`src/rtl/tspc_pkg.sv`:
```
`timescale 1ns / 1ps
// Shared constants and the command type of the tile sprite compositor.
// No dependencies; used by every module of the block except tspc_ram.
`default_nettype none

package tspc_pkg;

  localparam int MAP_SIDE_DEF      = 128;
  localparam int MAX_SPRITE_DEF    = 8;
  localparam int TILE_COUNT_DEF    = 2048;
  localparam int PRIORITY_BITS_DEF = 8;

  // Command fields are sized for the widest legal parameter values.
  localparam int COORD_W_MAX = 8;
  localparam int TILE_W_MAX  = 16;
  localparam int PRI_W_MAX   = 16;
  localparam int QUEUE_DEPTH = 2;

  localparam logic [2:0] KIND_DRAW    = 3'd0;
  localparam logic [2:0] KIND_ERASE   = 3'd1;
  localparam logic [2:0] KIND_WR_VIEW = 3'd2;
  localparam logic [2:0] KIND_WR_BG   = 3'd3;
  localparam logic [2:0] KIND_WR_PRI  = 3'd4;
  localparam logic [2:0] KIND_RD_VIEW = 3'd5;

  typedef struct packed {
    logic [2:0]             kind;
    logic [COORD_W_MAX-1:0] col;   // already reduced modulo the map side
    logic [COORD_W_MAX-1:0] row;
    logic [TILE_W_MAX-1:0]  tile;  // base tile, cell tile or priority index
    logic [3:0]             size;  // clamped edge length
    logic [PRI_W_MAX-1:0]   pri;   // priority value for priority writes
  } cmd_t;

endpackage

`default_nettype wire

```
`src/rtl/tspc_queue.sv`:
```
`timescale 1ns / 1ps
// Short command queue between the front and the back of the compositor.
// Depends on tspc_pkg for the command type and depth.
`default_nettype none

module tspc_queue (
  input  wire logic          clk,
  input  wire logic          rst_n,
  input  wire logic          push,
  input  wire tspc_pkg::cmd_t push_cmd,
  output logic               full,
  input  wire logic          pop,
  output tspc_pkg::cmd_t     head_cmd,
  output logic               empty
);

  localparam int PW = $clog2(tspc_pkg::QUEUE_DEPTH);

  tspc_pkg::cmd_t entry_r [tspc_pkg::QUEUE_DEPTH];
  logic [PW-1:0]  wr_ptr_r;
  logic [PW-1:0]  rd_ptr_r;
  logic [PW:0]    count_r;

  assign full     = (count_r == (PW+1)'(tspc_pkg::QUEUE_DEPTH));
  assign empty    = (count_r == '0);
  assign head_cmd = entry_r[rd_ptr_r];

  always_ff @(posedge clk) begin
    if (push) begin
      entry_r[wr_ptr_r] <= push_cmd;
    end
  end

  always_ff @(posedge clk) begin
    if (!rst_n) begin
      wr_ptr_r <= '0;
      rd_ptr_r <= '0;
      count_r  <= '0;
    end else begin
      if (push) begin
        wr_ptr_r <= (wr_ptr_r == PW'(tspc_pkg::QUEUE_DEPTH - 1)) ? '0 : wr_ptr_r + 1'b1;
      end
      if (pop) begin
        rd_ptr_r <= (rd_ptr_r == PW'(tspc_pkg::QUEUE_DEPTH - 1)) ? '0 : rd_ptr_r + 1'b1;
      end
      if (push && !pop) begin
        count_r <= count_r + 1'b1;
      end else if (pop && !push) begin
        count_r <= count_r - 1'b1;
      end
    end
  end

endmodule

`default_nettype wire

```
`config.mk`:
```
export PLATFORM = sky130hd
export DESIGN_NAME = tspc_queue
export DESIGN_NICKNAME = d
export VERILOG_FILES = /design/src/rtl/tspc_pkg.sv /design/src/rtl/tspc_queue.sv
export SDC_FILE = /design/constraint.sdc
export NUM_CORES = 1
export LEC_CHECK = 0
export BUFFER_PORTS_ARGS = -buffer_cell sky130_fd_sc_hd__clkbuf_2
export CORE_UTILIZATION = 45
export CTS_BUF_LIST = sky130_fd_sc_hd__clkbuf_4 sky130_fd_sc_hd__clkbuf_8
export DETAILED_ROUTE_END_ITERATION = 10
export GPL_TIMING_DRIVEN = 0
export PLACE_DENSITY = 0.7
export SLEW_MARGIN = 20
export SYNTH_ARGS = -nofsm -noshare
export SYNTH_HDL_FRONTEND = slang
export SYNTH_SLANG_ARGS = --single-unit
```
`constraint.sdc`:
```
create_clock -name clk -period 9.64 [get_ports clk]
set_input_delay 0 -clock clk [delete_from_list [all_inputs] [get_ports clk]]
set_output_delay 0 -clock clk [all_outputs]
set_load 0.005 [all_outputs]
```
==> impl_metrics.tcl <==
set metrics [dict create \
    yosys_warnings 0 \
    dr.pass1.iters 4 \
    routed_wl_um 7400 \
    design_area_um2 5960 \
    r2r_end "wr_ptr_r" \
    drc 0 \
    hp-start "push" \
    num_antenna_cells 0 \
    hold_viol 0 \
    fmax_mhz 636 \
    route.vias.total 2442 \
    busiest_layer "met2" \
    seq_area_frac_synth_pct 80.9 \
    use_met1_pct 17.7 \
    final_common_cell "clkbuf_2" \
    start_util_pct 47.3 \
    worst_pin_slew_ns 0.309 \
    fillCellCount 617 \
    post_cts_buffers 0 \
    rr_startpoint "wr_ptr_r" \
    nets 448 \
    dieArea_um2 9740 \
    grt_pass1_wl_um 11700 \
    grt_max_degree 49 \
    cts_root_buf "clkbuf_8" \
    clkTransAtPathRegs_ns 0.07 \
    fin_crit_sh_pct 16.3 \
    hold_depth 2 \
    syn_avg_cell_area_um2 21.8 \
    critPathKind "reg -> out" \
    worstRegToRegCells 3 \
    die_height_um 98.7 \
    placed_area_um2 4990 \
    grt_pass1_vias 2585 \
    hold_ws_ns 0.0779 \
    dieWidth_um 98.7 \
    dpl.hpwl_um 4410 \
    grt_antenna_before_repair 0 \
    fin_crit_ns 1.57 \
    holdBufCountCts 58 \
    cts_buffer_depth 2 \
    peakVddDrop_uv 114 \
    worstSkewPairLatency_ns 0.40 \
    wl_per_cell_um 14.5 \
    r2r_slack_ns 8.24 \
    grt_use_met3_pct 6.17 \
    numCtsBuffers 17 \
    path_max_fanout 10 \
    h-tree-depth 4 \
    avgViaCountPerCell 4.80 \
    fin_setup_tns_ns 0 \
    grtUsageMet2_pct 28.1 \
    layout_common_cells "clkbuf_2 (115), edfxtp_1 (110), dlygate4sd3_1 (58), mux2_2 (55), clkbuf_8 (17)" \
    syn_area_um2 4210 \
    cp-start-kind "register" \
    cap_violations 0 \
    port-buffer-count 115 \
    total_leakage_power_uw 0.00233 \
    area_growth_pct 41.6 \
    hold_end "entry_r[0][45]" \
    track_usage_pct 16.3 \
    required_ns 9.64 \
    worstHoldPathType "in -> reg" \
    slew_headroom_pct 79.3 \
    finalMaxSlewViolations 0 \
    p_per_area_nw_per_um2 190 \
    gp_congestion 0.705 \
    drtAntennaViolNets 0 \
    io_pins 116 \
    drtIter0Drc 69 \
    rows 34 \
    synth_fp_nets 253 \
    rsz0062_at_grt "false" \
    cts_sinks 115 \
    cp-end-kind "primary output" \
    cts.repair.resized 0 \
    ys_ff_latch 115 \
    grt_remaining_overflow 0 \
    finClkSkew_ns 0.00972 \
    drive_above_1_share_pct 53.1 \
    setup_viol 0 \
    crit_arrival_ns 1.57 \
    status "completed" \
    syn_inst 193 \
    tritoncts "built" \
    p_total_uw 1130 \
    yosysUniqueCellTypes 17 \
    coreArea_um2 8890 \
]
## kinds of logic after synthesis
kind of cell / after synthesis / share of synthesized area [%]
flip-flops: 115 / 80.9
multiplexers: 55 / 14.7
AND/OR/NAND/NOR: 9 / 1.34
buffers and inverters: 7 / 1.61
AO/OA/AOI/OAI: 3 / 0.476
XOR/XNOR: 3 / 0.625
adder cells (fa/ha/maj): 1 / 0.297
## synth_stat cells
cell type | count | area [um^2]
o21ai_0 | 1 | 5.00
or3_1 | 1 | 6.26
nor2b_1 | 2 | 12.5
nor2_1 | 1 | 3.75
edfxtp_1 | 110 | 3300
buf_4 | 1 | 7.51
and2_1 | 4 | 25.0
xnor2_1 | 1 | 8.76
inv_1 | 1 | 3.75
buf_6 | 5 | 56.3
a21boi_1 | 1 | 7.51
mux2_2 | 55 | 619
o21a_1 | 1 | 7.51
and2b_2 | 1 | 8.76
ha_1 | 1 | 12.5
xor2_1 | 2 | 17.5
dfxtp_1 | 5 | 100
## layer usage
metal	part of all wire (%)	routed length [um]
met2	51	3800
met5	0	0
met3	5.8	427
met4	1.2	89
met1	42	3090
## layout make-up
class | count | area [um^2] | area share [%]
Inverter | 1 | 3.75 | 0.0630
Tap cell | 108 | 135 | 2.27
Clock inverter | 14 | 140 | 2.35
Timing Repair Buffer | 176 | 1220 | 20.5
Clock buffer | 18 | 241 | 4.05
Buffer | 6 | 63.8 | 1.07
Sequential cell | 115 | 3400 | 57.1
Multi-Input combinational cell | 71 | 744 | 12.5
## flip-flops by register name, summed over array words and instances (netlist names), named ones only
name / cells
entry_r: 110
count_r: 2
rd_ptr_r: 1
wr_ptr_r: 1
## power breakdown
group,internal (uW),total (uW),switching (uW)
Combinational,75.4,129,53.9
Clock,231,419,189
Sequential,576,583,6.56
Total,883,1130,249
## worst max path at each step
stage	slack, ns	endpoint	start	cells past startpoint
CTS	8.02	head_cmd[52]	register	4
global placement	4.98	entry_r[0][24]	wr_ptr_r	1
global route	7.99	head_cmd[28]	register	4
detailed placement	8.25	entry_r[0][14]	wr_ptr_r	3
floorplan	6.38	entry_r[0][0]	wr_ptr_r	1
finish	8.07	head_cmd[52]	register	4
## per-stage QoR
stage,std cells,utilization (%),setup WS (ns)
after floorplan,193,-,6.38
after global placement,416,55.3,4.98
after detailed placement,419,56.2,8.25
after CTS,509,67.0,8.02
after global routing,509,67.0,7.99
final,509,67.0,8.07
## critical path, cell delays in order (launching register included)
cell and delay [ns]:
dfxtp_1 0.31, buf_4 0.20, buf_6 0.18, mux2_2 0.36, clkbuf_2 0.11
Note: power is estimated with default switching activity, not from simulation.
