File: config.mk
export PLATFORM = sky130hd
export DESIGN_NAME = tspc_front
export DESIGN_NICKNAME = d
export VERILOG_FILES = /design/src/rtl/tspc_pkg.sv /design/src/rtl/tspc_front.sv
export SDC_FILE = /design/constraint.sdc
export NUM_CORES = 1
export LEC_CHECK = 0
export ABC_CLOCK_PERIOD_IN_PS = 5600
export BUFFER_PORTS_ARGS = -buffer_cell sky130_fd_sc_hd__buf_2
export CAP_MARGIN = 20
export CORE_ASPECT_RATIO = 1.4
export CORE_UTILIZATION = 52
export DETAILED_ROUTE_END_ITERATION = 10
export HOLD_SLACK_MARGIN = 0.03
export PLACE_DENSITY = 0.85
export SKIP_CTS_REPAIR_TIMING = 1
export SYNTH_ARGS = -nofsm -noshare
export SYNTH_HDL_FRONTEND = slang
export SYNTH_SLANG_ARGS = --single-unit
File: constraint.sdc
create_clock -name clk -period 5.6 [get_ports clk]
set_input_delay 0.56 -clock clk [delete_from_list [all_inputs] [get_ports clk]]
set_output_delay 0.56 -clock clk [all_outputs]
set_load 0.01 [all_outputs]
File: src/rtl/tspc_pkg.sv
`timescale 1ns / 1ps
// Shared constants and the command type of the tile sprite compositor.
// No dependencies; used by every module of the block except tspc_ram.
`default_nettype none

package tspc_pkg;

  localparam int MAP_SIDE_DEF      = 128;
  localparam int MAX_SPRITE_DEF    = 8;
  localparam int TILE_COUNT_DEF    = 2048;
  localparam int PRIORITY_BITS_DEF = 8;

  // Command fields are sized for the widest legal parameter values.
  localparam int COORD_W_MAX = 8;
  localparam int TILE_W_MAX  = 16;
  localparam int PRI_W_MAX   = 16;
  localparam int QUEUE_DEPTH = 2;

  localparam logic [2:0] KIND_DRAW    = 3'd0;
  localparam logic [2:0] KIND_ERASE   = 3'd1;
  localparam logic [2:0] KIND_WR_VIEW = 3'd2;
  localparam logic [2:0] KIND_WR_BG   = 3'd3;
  localparam logic [2:0] KIND_WR_PRI  = 3'd4;
  localparam logic [2:0] KIND_RD_VIEW = 3'd5;

  typedef struct packed {
    logic [2:0]             kind;
    logic [COORD_W_MAX-1:0] col;   // already reduced modulo the map side
    logic [COORD_W_MAX-1:0] row;
    logic [TILE_W_MAX-1:0]  tile;  // base tile, cell tile or priority index
    logic [3:0]             size;  // clamped edge length
    logic [PRI_W_MAX-1:0]   pri;   // priority value for priority writes
  } cmd_t;

endpackage

`default_nettype wire

File: src/rtl/tspc_front.sv
`timescale 1ns / 1ps
// Front end: accepts an item, computes the base tile of a draw and reduces coordinates
// and tile numbers into range, then pushes a command. Depends on tspc_pkg.
`default_nettype none

module tspc_front #(
  parameter int MAP_SIDE      = tspc_pkg::MAP_SIDE_DEF,
  parameter int MAX_SPRITE    = tspc_pkg::MAX_SPRITE_DEF,
  parameter int TILE_COUNT    = tspc_pkg::TILE_COUNT_DEF,
  parameter int PRIORITY_BITS = tspc_pkg::PRIORITY_BITS_DEF
) (
  input  wire logic        clk,
  input  wire logic        rst_n,
  input  wire logic        in_valid,
  output logic             in_ready,
  input  wire logic [2:0]  in_kind,
  input  wire logic [6:0]  in_col,
  input  wire logic [6:0]  in_row,
  input  wire logic [10:0] in_first_tile,
  input  wire logic [3:0]  in_obj_size,
  input  wire logic [2:0]  in_direction,
  input  wire logic [2:0]  in_dir_mask,
  input  wire logic [3:0]  in_stage_count,
  input  wire logic [3:0]  in_stage,
  input  wire logic [10:0] in_data,
  output logic             push,
  output tspc_pkg::cmd_t   push_cmd,
  input  wire logic        full
);

  localparam int RW = 9;   // holds any input coordinate and MAP_SIDE itself
  localparam int TRW = 17; // holds any base-tile sum and TILE_COUNT itself

  typedef enum logic [1:0] {F_IDLE, F_MUL, F_RED, F_PUSH} fstate_t;

  fstate_t                  state_r;
  logic [2:0]               kind_r;
  logic [RW-1:0]            col_r;
  logic [RW-1:0]            row_r;
  logic [TRW-1:0]           tile_r;
  logic [3:0]               size_r;
  logic [PRIORITY_BITS-1:0] pri_r;
  logic [10:0]              first_r;
  logic [6:0]               sq_r;
  logic [6:0]               idx_r;
  logic                     col_big;
  logic                     row_big;
  logic                     tile_big;
  logic [3:0]               size_clamped;

  assign in_ready     = (state_r == F_IDLE);
  assign col_big      = (col_r >= RW'(MAP_SIDE));
  assign row_big      = (row_r >= RW'(MAP_SIDE));
  assign tile_big     = (tile_r >= TRW'(TILE_COUNT));
  assign size_clamped = (in_obj_size > 4'(MAX_SPRITE)) ? 4'(MAX_SPRITE) : in_obj_size;
  assign push         = (state_r == F_PUSH) && !full;

  always_comb begin
    push_cmd      = '0;
    push_cmd.kind = kind_r;
    push_cmd.col  = tspc_pkg::COORD_W_MAX'(col_r);
    push_cmd.row  = tspc_pkg::COORD_W_MAX'(row_r);
    push_cmd.tile = tspc_pkg::TILE_W_MAX'(tile_r);
    push_cmd.size = size_r;
    push_cmd.pri  = tspc_pkg::PRI_W_MAX'(pri_r);
  end

  always_ff @(posedge clk) begin
    if (!rst_n) begin
      state_r <= F_IDLE;
    end else begin
      unique case (state_r)
        F_IDLE: begin
          if (in_valid) begin
            kind_r  <= in_kind;
            col_r   <= RW'(in_col);
            row_r   <= RW'(in_row);
            size_r  <= size_clamped;
            first_r <= in_first_tile;
            pri_r   <= PRIORITY_BITS'(in_data);
            sq_r    <= 7'(size_clamped) * 7'(size_clamped);
            idx_r   <= 7'(in_direction & in_dir_mask) * 7'(in_stage_count) + 7'(in_stage);
            tile_r  <= (in_kind == tspc_pkg::KIND_WR_PRI) ? TRW'(in_first_tile)
                                                          : TRW'(in_data);
            state_r <= (in_kind == tspc_pkg::KIND_DRAW) ? F_MUL : F_RED;
          end
        end
        F_MUL: begin
          tile_r  <= TRW'(first_r) + TRW'(sq_r) * TRW'(idx_r);
          state_r <= F_RED;
        end
        F_RED: begin
          // one subtract per cycle on each value still out of range
          if (col_big) begin
            col_r <= col_r - RW'(MAP_SIDE);
          end
          if (row_big) begin
            row_r <= row_r - RW'(MAP_SIDE);
          end
          if (tile_big) begin
            tile_r <= tile_r - TRW'(TILE_COUNT);
          end
          if (!col_big && !row_big && !tile_big) begin
            state_r <= F_PUSH;
          end
        end
        F_PUSH: begin
          if (!full) begin
            state_r <= F_IDLE;
          end
        end
        default: state_r <= F_IDLE;
      endcase
    end
  end

endmodule

`default_nettype wire

==> results of run 1 <==
[kinds of logic (layout without fill, tap and decap cells)]
logic type / Yosys count / after routing / synth area share
muxes: 11 / 11 / 0.0186
DFF: 75 / 75 / 0.377
buffers and inverters: 129 / 204 / 0.111
xor gates and xnor gates: 13 / 13 / 0.0192
and+or+nand+nor: 143 / 143 / 0.131
adders and majority gates: 100 / 100 / 0.261
other: 2 / 15 / 0.00127
AOI/OAI and AO/OA: 70 / 70 / 0.0800
[critical path: stages (launching register included)]
cell,delay (ns)
edfxtp_1,0.49
and2_1,0.23
fa_1,0.51
fa_1,0.52
fa_1,0.54
inv_1,0.05
fa_1,0.52
inv_1,0.05
ha_1,0.38
a21o_1,0.23
a31o_1,0.25
o41ai_1,0.36
nor3b_1,0.26
o32ai_1,0.11
[cells in the mapped netlist (2+ instances only)]
master	instances
a41o_1	2
o22ai_1	4
buf_2	2
a21boi_1	2
a211oi_1	4
inv_1	79
o31a_1	2
mux2i_1	11
nor3_1	5
xnor2_1	9
nor3b_1	2
fa_1	39
o21ai_0	12
nor2_1	20
ha_1	61
o211ai_1	3
a21oi_1	17
nand2_1	22
edfxtp_1	73
or3_1	4
nand3_1	17
dfxtp_1	2
nor2b_1	20
o2111ai_1	2
o21a_1	4
and2_1	36
buf_4	42
conb_1	2
buf_6	2
and3_1	9
o32ai_1	2
xor2_1	4
clkbuf_1	4
a21o_1	6
o21bai_1	2
[cell type report]
| type | count | area (µm²) | area share |
|---|---|---|---|
| multi-input combinational | 352 | 3080 | 0.467 |
| sequential | 75 | 2230 | 0.338 |
| timing repair buffer | 110 | 553 | 0.0838 |
| inverter | 79 | 297 | 0.0450 |
| clock buffer | 9 | 225 | 0.0341 |
| tap | 141 | 176 | 0.0267 |
| clock inverter | 6 | 33.8 | 0.00512 |
[report_power, final]
| part | leakage, nW | internal, mW | total [mW] | switching, mW |
|---|---|---|---|---|
| Clock | 0.126 | 0.293 | 0.512 | 0.219 |
| Combinational | 2.28 | 0.757 | 1.92 | 1.16 |
| Sequential | 0.703 | 0.797 | 0.873 | 0.0766 |
[path summary, 6_finish.rpt]
path,slack (ns),endpoint,cells past startpoint,startpoint
max,0.83,tile_r[12],13,sq_r[2]
min,0.41,pri_r[1],1,in_data[1]
max reg2reg,0.83,tile_r[12],13,sq_r[2]
min reg2reg,0.54,state_r[1],2,state_r[1]
[stage by stage]
stage / hold WS (ns) / worst slack, ns / util / std cells
finish: 0.412 / 0.834 / 0.601 / 772
global route: 0.409 / 0.588 / 0.601 / 772
CTS: 0.403 / 0.879 / 0.601 / 772
detailed placement: 0.531 / 0.882 / 0.577 / 757
global placement: 0.516 / 1.02 / 0.577 / 757
floorplan: 0.495 / 1.15 / - / 556
[flip-flops by register name, indices dropped and copies added, names as in the netlist]
name / count
size_r: 4
kind_r: 3
col_r: 9
row_r: 9
state_r: 2
idx_r: 7
tile_r: 17
first_r: 11
sq_r: 5
pri_r: 8
[routing by layer]
metal	global-route usage	share of wire
met5	0	0
met2	0.434	0.56
met3	0.0415	0.054
met4	0.0735	0.020
met1	0.222	0.37
==> summary.txt, run 1 <==
STA
  • Tmin final: roughly 4.8 ns
  • RSZ-0062 raised after global routing: false
  • Final hold vios: 0
  • F_max: ~0.21 GHz
  • Final period util: 0.851
  • Slew headroom: 0.370
  • Clk_skew: 0.00428 ns
  • Fin. max-slew vios: 0
  • Worst Max-Slew Pin Slew: about 0.95 ns
  • Total negative setup slack: 0 ns
  • Setup violators final: 0

Yosys
  • Cell count after synthesis: 543
  • Yosys cell types: just over 50
  • EDFF count, synth: between 70 and 80
  • Cell area after synthesis: 5920 µm²
  • #FFs+latches synth: 75
  • Synthesized area per cell: roughly 11 µm²
  • Synth area leader: edfxtp_1
  • YS warnings: 0
  • Asr flop ratio synth: 0
  • Sequential area share after synthesis: 0.377
  • Synth top area cells: edfxtp_1 (37%), fa_1 (13%), ha_1 (13%)
  • Synth top area share: 0.371
  • Synth Flop Type: edfxtp_1

Cells and area
  • Fraction of layout cells with a size suffix above 1: 0.200
  • Layout Nets: slightly below 800
  • Most frequent cells in the layout: buf_2 (109), inv_1 (79), edfxtp_1 (73), ha_1 (61), fa_1 (39)
  • N_diodes: 0
  • Area grow syn2layout: 11.5%
  • Fill cells: 889
  • Final instance area: roughly 6600 µm²
  • Most common cell after layout, fill and taps aside: buf_2

Clocking
  • Clk buf depth: 2
  • Clk sinks: 75
  • CTS tree: yes
  • Clock latency on the worst-skew pair: 0.34 ns
  • Inserted Clock Buffers: 9
  • CTS H-tree depth: 3
  • Reg clk slew, reported paths: 0.06 ns
  • Clock Tree Root: clkbuf_16

Setup path
  • Crit path kind: register to register
  • CP max FO: 8
  • Crit path required time: ~5.7 ns
  • WP data arrival: 4.84 ns
  • CP startpoint kind: register
  • Crit end category: register

Power and ir drop
  • Maximum vdd ir drop: 0.246 mV
  • Leak: between 3 and 4 nW
  • Final total power: 3.30 mW
  • Pwr Density: 501 nW/µm²

GRT
  • Initial antenna violation count: 0
  • Global-route wire length before repair: 19.9 mm
  • Vias in the first global route: 4318
  • Aggregate global-route resource usage: 0.218
  • Total grt overflow: 0
  • Largest net degree at the start of global routing: 40

Floorplanning
  • Die Y: 128 µm
  • Core Footprint: 11000 µm²
  • Die footprint: around 12000 µm²
  • Initial Util: 0.539
  • Die width: 92.1 µm
  • Cell Rows: 45
  • Num ports: 118

Routing
  • DRT Wirelength: 12.0 mm
  • Wirelength per Cell: approximately 16 µm
  • Vias: about 4100
  • Post-DRT Antenna Nets: 0
  • Post-route DRC: 0
  • Post-DR vias/cell: 5.29
  • TritonRoute pass-1 iters: 4
  • Initial drt markers: 166

Place
  • Dpl cell area: 6340 µm²
  • Port buffer count: 109
  • GP Congestion: 0.872
  • DP HPWL: slightly below 10 mm

Min path
  • HP Class: input pin to register

Run status
  • Status: complete, no violations

Run
  • # Max-Cap Violations: 0
Power figures use the tool's default switching activity.
==> run 2: changes to the inputs <==
--- a/config.mk
+++ b/config.mk
@@ -5,7 +5,7 @@
 export SDC_FILE = /design/constraint.sdc
 export NUM_CORES = 1
 export LEC_CHECK = 0
-export ABC_CLOCK_PERIOD_IN_PS = 5600
+export ABC_CLOCK_PERIOD_IN_PS = 4900
 export BUFFER_PORTS_ARGS = -buffer_cell sky130_fd_sc_hd__buf_2
 export CAP_MARGIN = 20
 export CORE_ASPECT_RATIO = 1.4
==> constraint.sdc (replaced) <==
create_clock -name clk -period 4.9 [get_ports clk]
set_input_delay 0.49 -clock clk [delete_from_list [all_inputs] [get_ports clk]]
set_output_delay 0.49 -clock clk [all_outputs]
set_load 0.01 [all_outputs]
==> run 2 against run 1 <==
Via count is 0.64% higher. Critical path depth unchanged. Combinational power grew 16%. Utilization up 0.14 points. Largest power group unchanged. Flip-flop and latch count is the same.
==> summary.txt, run 2 (same netlist as run 1, synthesis figures left out) <==
Run status
  • Status: complete, no violations

Floorplanning
  • Initial Util: 0.539 (unchanged)
  • Core Footprint: 11000 µm² (unchanged)
  • Die Y: 128 µm (unchanged)
  • Num ports: 118 (unchanged)
  • Cell Rows: 45 (unchanged)
  • Die width: 92.1 µm (unchanged)
  • Die footprint: 11800 µm² (unchanged)

Power and ir drop
  • Maximum vdd ir drop: 0.302 mV (+23%)
  • Leak: 3.11 nW (+0.16%)
  • Flop pwr share: 0.262 (-0.002)
  • Sw Share: 0.441 (about the same)
  • P_int: 2.13 mW (+15%)
  • Switching Power: 1.68 mW (+15%)
  • Clk network pwr share: 0.153 (-0.002)
  • Pwr Density: 577 nW/µm² (+15%)
  • Comb pwr share: 0.585 (+0.004)

Routing
  • Vias: 4111 (+0.64%)
  • Post-route DRC: 0 (unchanged)
  • DRT Wirelength: 12.0 mm (about the same)
  • Wirelength per Cell: 15.5 µm (about the same)
  • Post-DRT Antenna Nets: 0 (unchanged)
  • Initial drt markers: 173 (+4.2%)
  • TritonRoute pass-1 iters: 6 (+2)
  • Post-DR vias/cell: 5.33 (+0.64%)

Clocking
  • Inserted Clock Buffers: 9 (unchanged)
  • Clock Tree Root: clkbuf_16
  • Reg clk slew, reported paths: 0.06 ns (about the same)
  • Clk sinks: 75 (unchanged)
  • CTS H-tree depth: 3 (unchanged)
  • Clk buf depth: 2 (unchanged)
  • Clock latency on the worst-skew pair: 0.34 ns (about the same)
  • CTS tree: yes

STA
  • RSZ-0062 raised after global routing: false
  • Setup violators final: 0 (unchanged)
  • Final hold slack: 0.342 ns (-0.0695 ns)
  • Worst Max-Slew Pin Slew: 0.953 ns (+0.00693 ns)
  • Final period util: 0.959 (+0.108)
  • Clk_skew: 0.00569 ns (+0.00141 ns)
  • Fin. max-slew vios: 0 (unchanged)
  • Slew headroom: 0.365 (-0.00462)
  • F_max: 0.213 GHz (+1.5%)
  • Total negative setup slack: 0 ns (unchanged)
  • Tmin final: 4.70 ns (-0.0683 ns)
  • Final hold vios: 0 (unchanged)

Cells and area
  • Reg with most FFs: tile_r
  • Top Registers: tile_r (17), first_r (11)
  • Fraction of layout cells with a size suffix above 1: 0.204 (+0.00475)
  • Max reg flops: 17 (unchanged)
  • Layout Nets: 788 (unchanged)
  • Final instance area: 6610 µm² (+0.23%)
  • N_diodes: 0 (unchanged)
  • Area grow syn2layout: 11.8%
  • Most frequent cells in the layout: buf_2 (109), inv_1 (79), edfxtp_1 (73), ha_1 (60), fa_1 (39)
  • Most common cell after layout, fill and taps aside: buf_2

Setup path
  • FF-to-FF path depth: 13 (unchanged)
  • Crit end category: register
  • R2r setup slk: 0.20 ns (-0.63 ns)
  • Critical R2R Capture: tile_r[10]
  • CP delay by family, top: adder cells
  • FF-to-FF Start: sq_r[2]
  • Crit path kind: register to register
  • WP data arrival: 4.79 ns (-0.05 ns)
  • Worst path slowest cell: fa_1
  • CP max FO: 8 (unchanged)
  • Critical path cell sequence: and2_1 -> fa_1 -> fa_1 -> fa_1 -> inv_1 -> fa_1 -> inv_1 -> ha_2 -> a21o_1 -> a31o_1 -> o21a_1 -> or3_1 -> a41o_1
  • CP peak stage delay: 0.55 ns (about the same)
  • Worst setup startpoint: sq_r[2]
  • Cell depth of the worst setup path: 13 (unchanged)
  • Buf/Inv on CP: 2 (unchanged)
  • Crit path required time: 4.99 ns (-0.68 ns)
  • CP startpoint kind: register
  • CP most frequent cell: fa_1
  • CP endpoint: tile_r[10]

Place
  • DP HPWL: 9.80 mm (-0.57%)
  • Dpl cell area: 6340 µm² (unchanged)
  • Port buffer count: 109 (unchanged)
  • GP Congestion: 0.872 (about the same)

GRT
  • Global-route wire length before repair: 19.7 mm (-1.1%)
  • Vias in the first global route: 4305 (-0.30%)
  • Largest net degree at the start of global routing: 40 (unchanged)
  • Initial antenna violation count: 0 (unchanged)
  • Aggregate global-route resource usage: 0.216 (-0.00208)
  • Total grt overflow: 0 (unchanged)

Min path
  • HP Class: input pin to register
  • Hold Startpoint: in_data[4]

Run
  • # Max-Cap Violations: 0 (unchanged)
## run 2: through the flow
stage | total power, mW | setup WS, ns | cells | utilization
3_3_place_gp | 3.07 | 0.319 | 757 | 0.577
5_1_grt | 4.13 | 0.0611 | 772 | 0.602
6_report | 3.81 | 0.202 | 772 | 0.602
3_5_place_dp | 3.17 | 0.182 | 757 | 0.577
4_1_cts | 3.77 | 0.168 | 772 | 0.601
2_1_floorplan | 2.78 | 0.452 | 556 | -
## run 2: worst min-delay path by stage
stage            endpoint  cells after the start
2_1_floorplan  state_r[1]                      2
3_3_place_gp   state_r[1]                      2
3_5_place_dp   state_r[1]                      2
4_1_cts          pri_r[1]                      1
5_1_grt        first_r[1]                      1
6_report         pri_r[4]                      1
## run 2: area by class of cell
class / count / area [µm²]
Fill cell: 897 / 4370
Multi-Input combinational cell: 352 / 3090
Sequential cell: 75 / 2230
Timing Repair Buffer: 110 / 553
Inverter: 79 / 297
Clock buffer: 9 / 225
Tap cell: 141 / 176
Clock inverter: 6 / 33.8
## run 2: layer usage
layer / vias to the layer above / wire length, µm / GRT usage
li1: 1956 / - / -
met1: 1965 / 4250 / 0.213
met2: 154 / 6540 / 0.415
met3: 36 / 749 / 0.0486
met4: 0 / 457 / 0.108
met5: - / 0 / 0
## run 2: power groups by stage
stage,logic [mW],clock network [mW],registers (mW)
4_1_cts,2.17,0.592,1.00
3_5_place_dp,2.15,0,1.01
2_1_floorplan,1.80,0,0.986
3_3_place_gp,2.07,0,1.00
6_report,2.23,0.585,0.998
5_1_grt,2.49,0.617,1.02
## run 2: worst register-to-register path: cells and delay by family (launching register included)
kind                     cells  cell delay (ns)
adder cells (fa/ha/maj)      5             2.43
AO/OA/AOI/OAI                4             0.91
AND/OR/NAND/NOR              2             0.53
flip-flops                   1             0.48
buffers and inverters        2             0.11
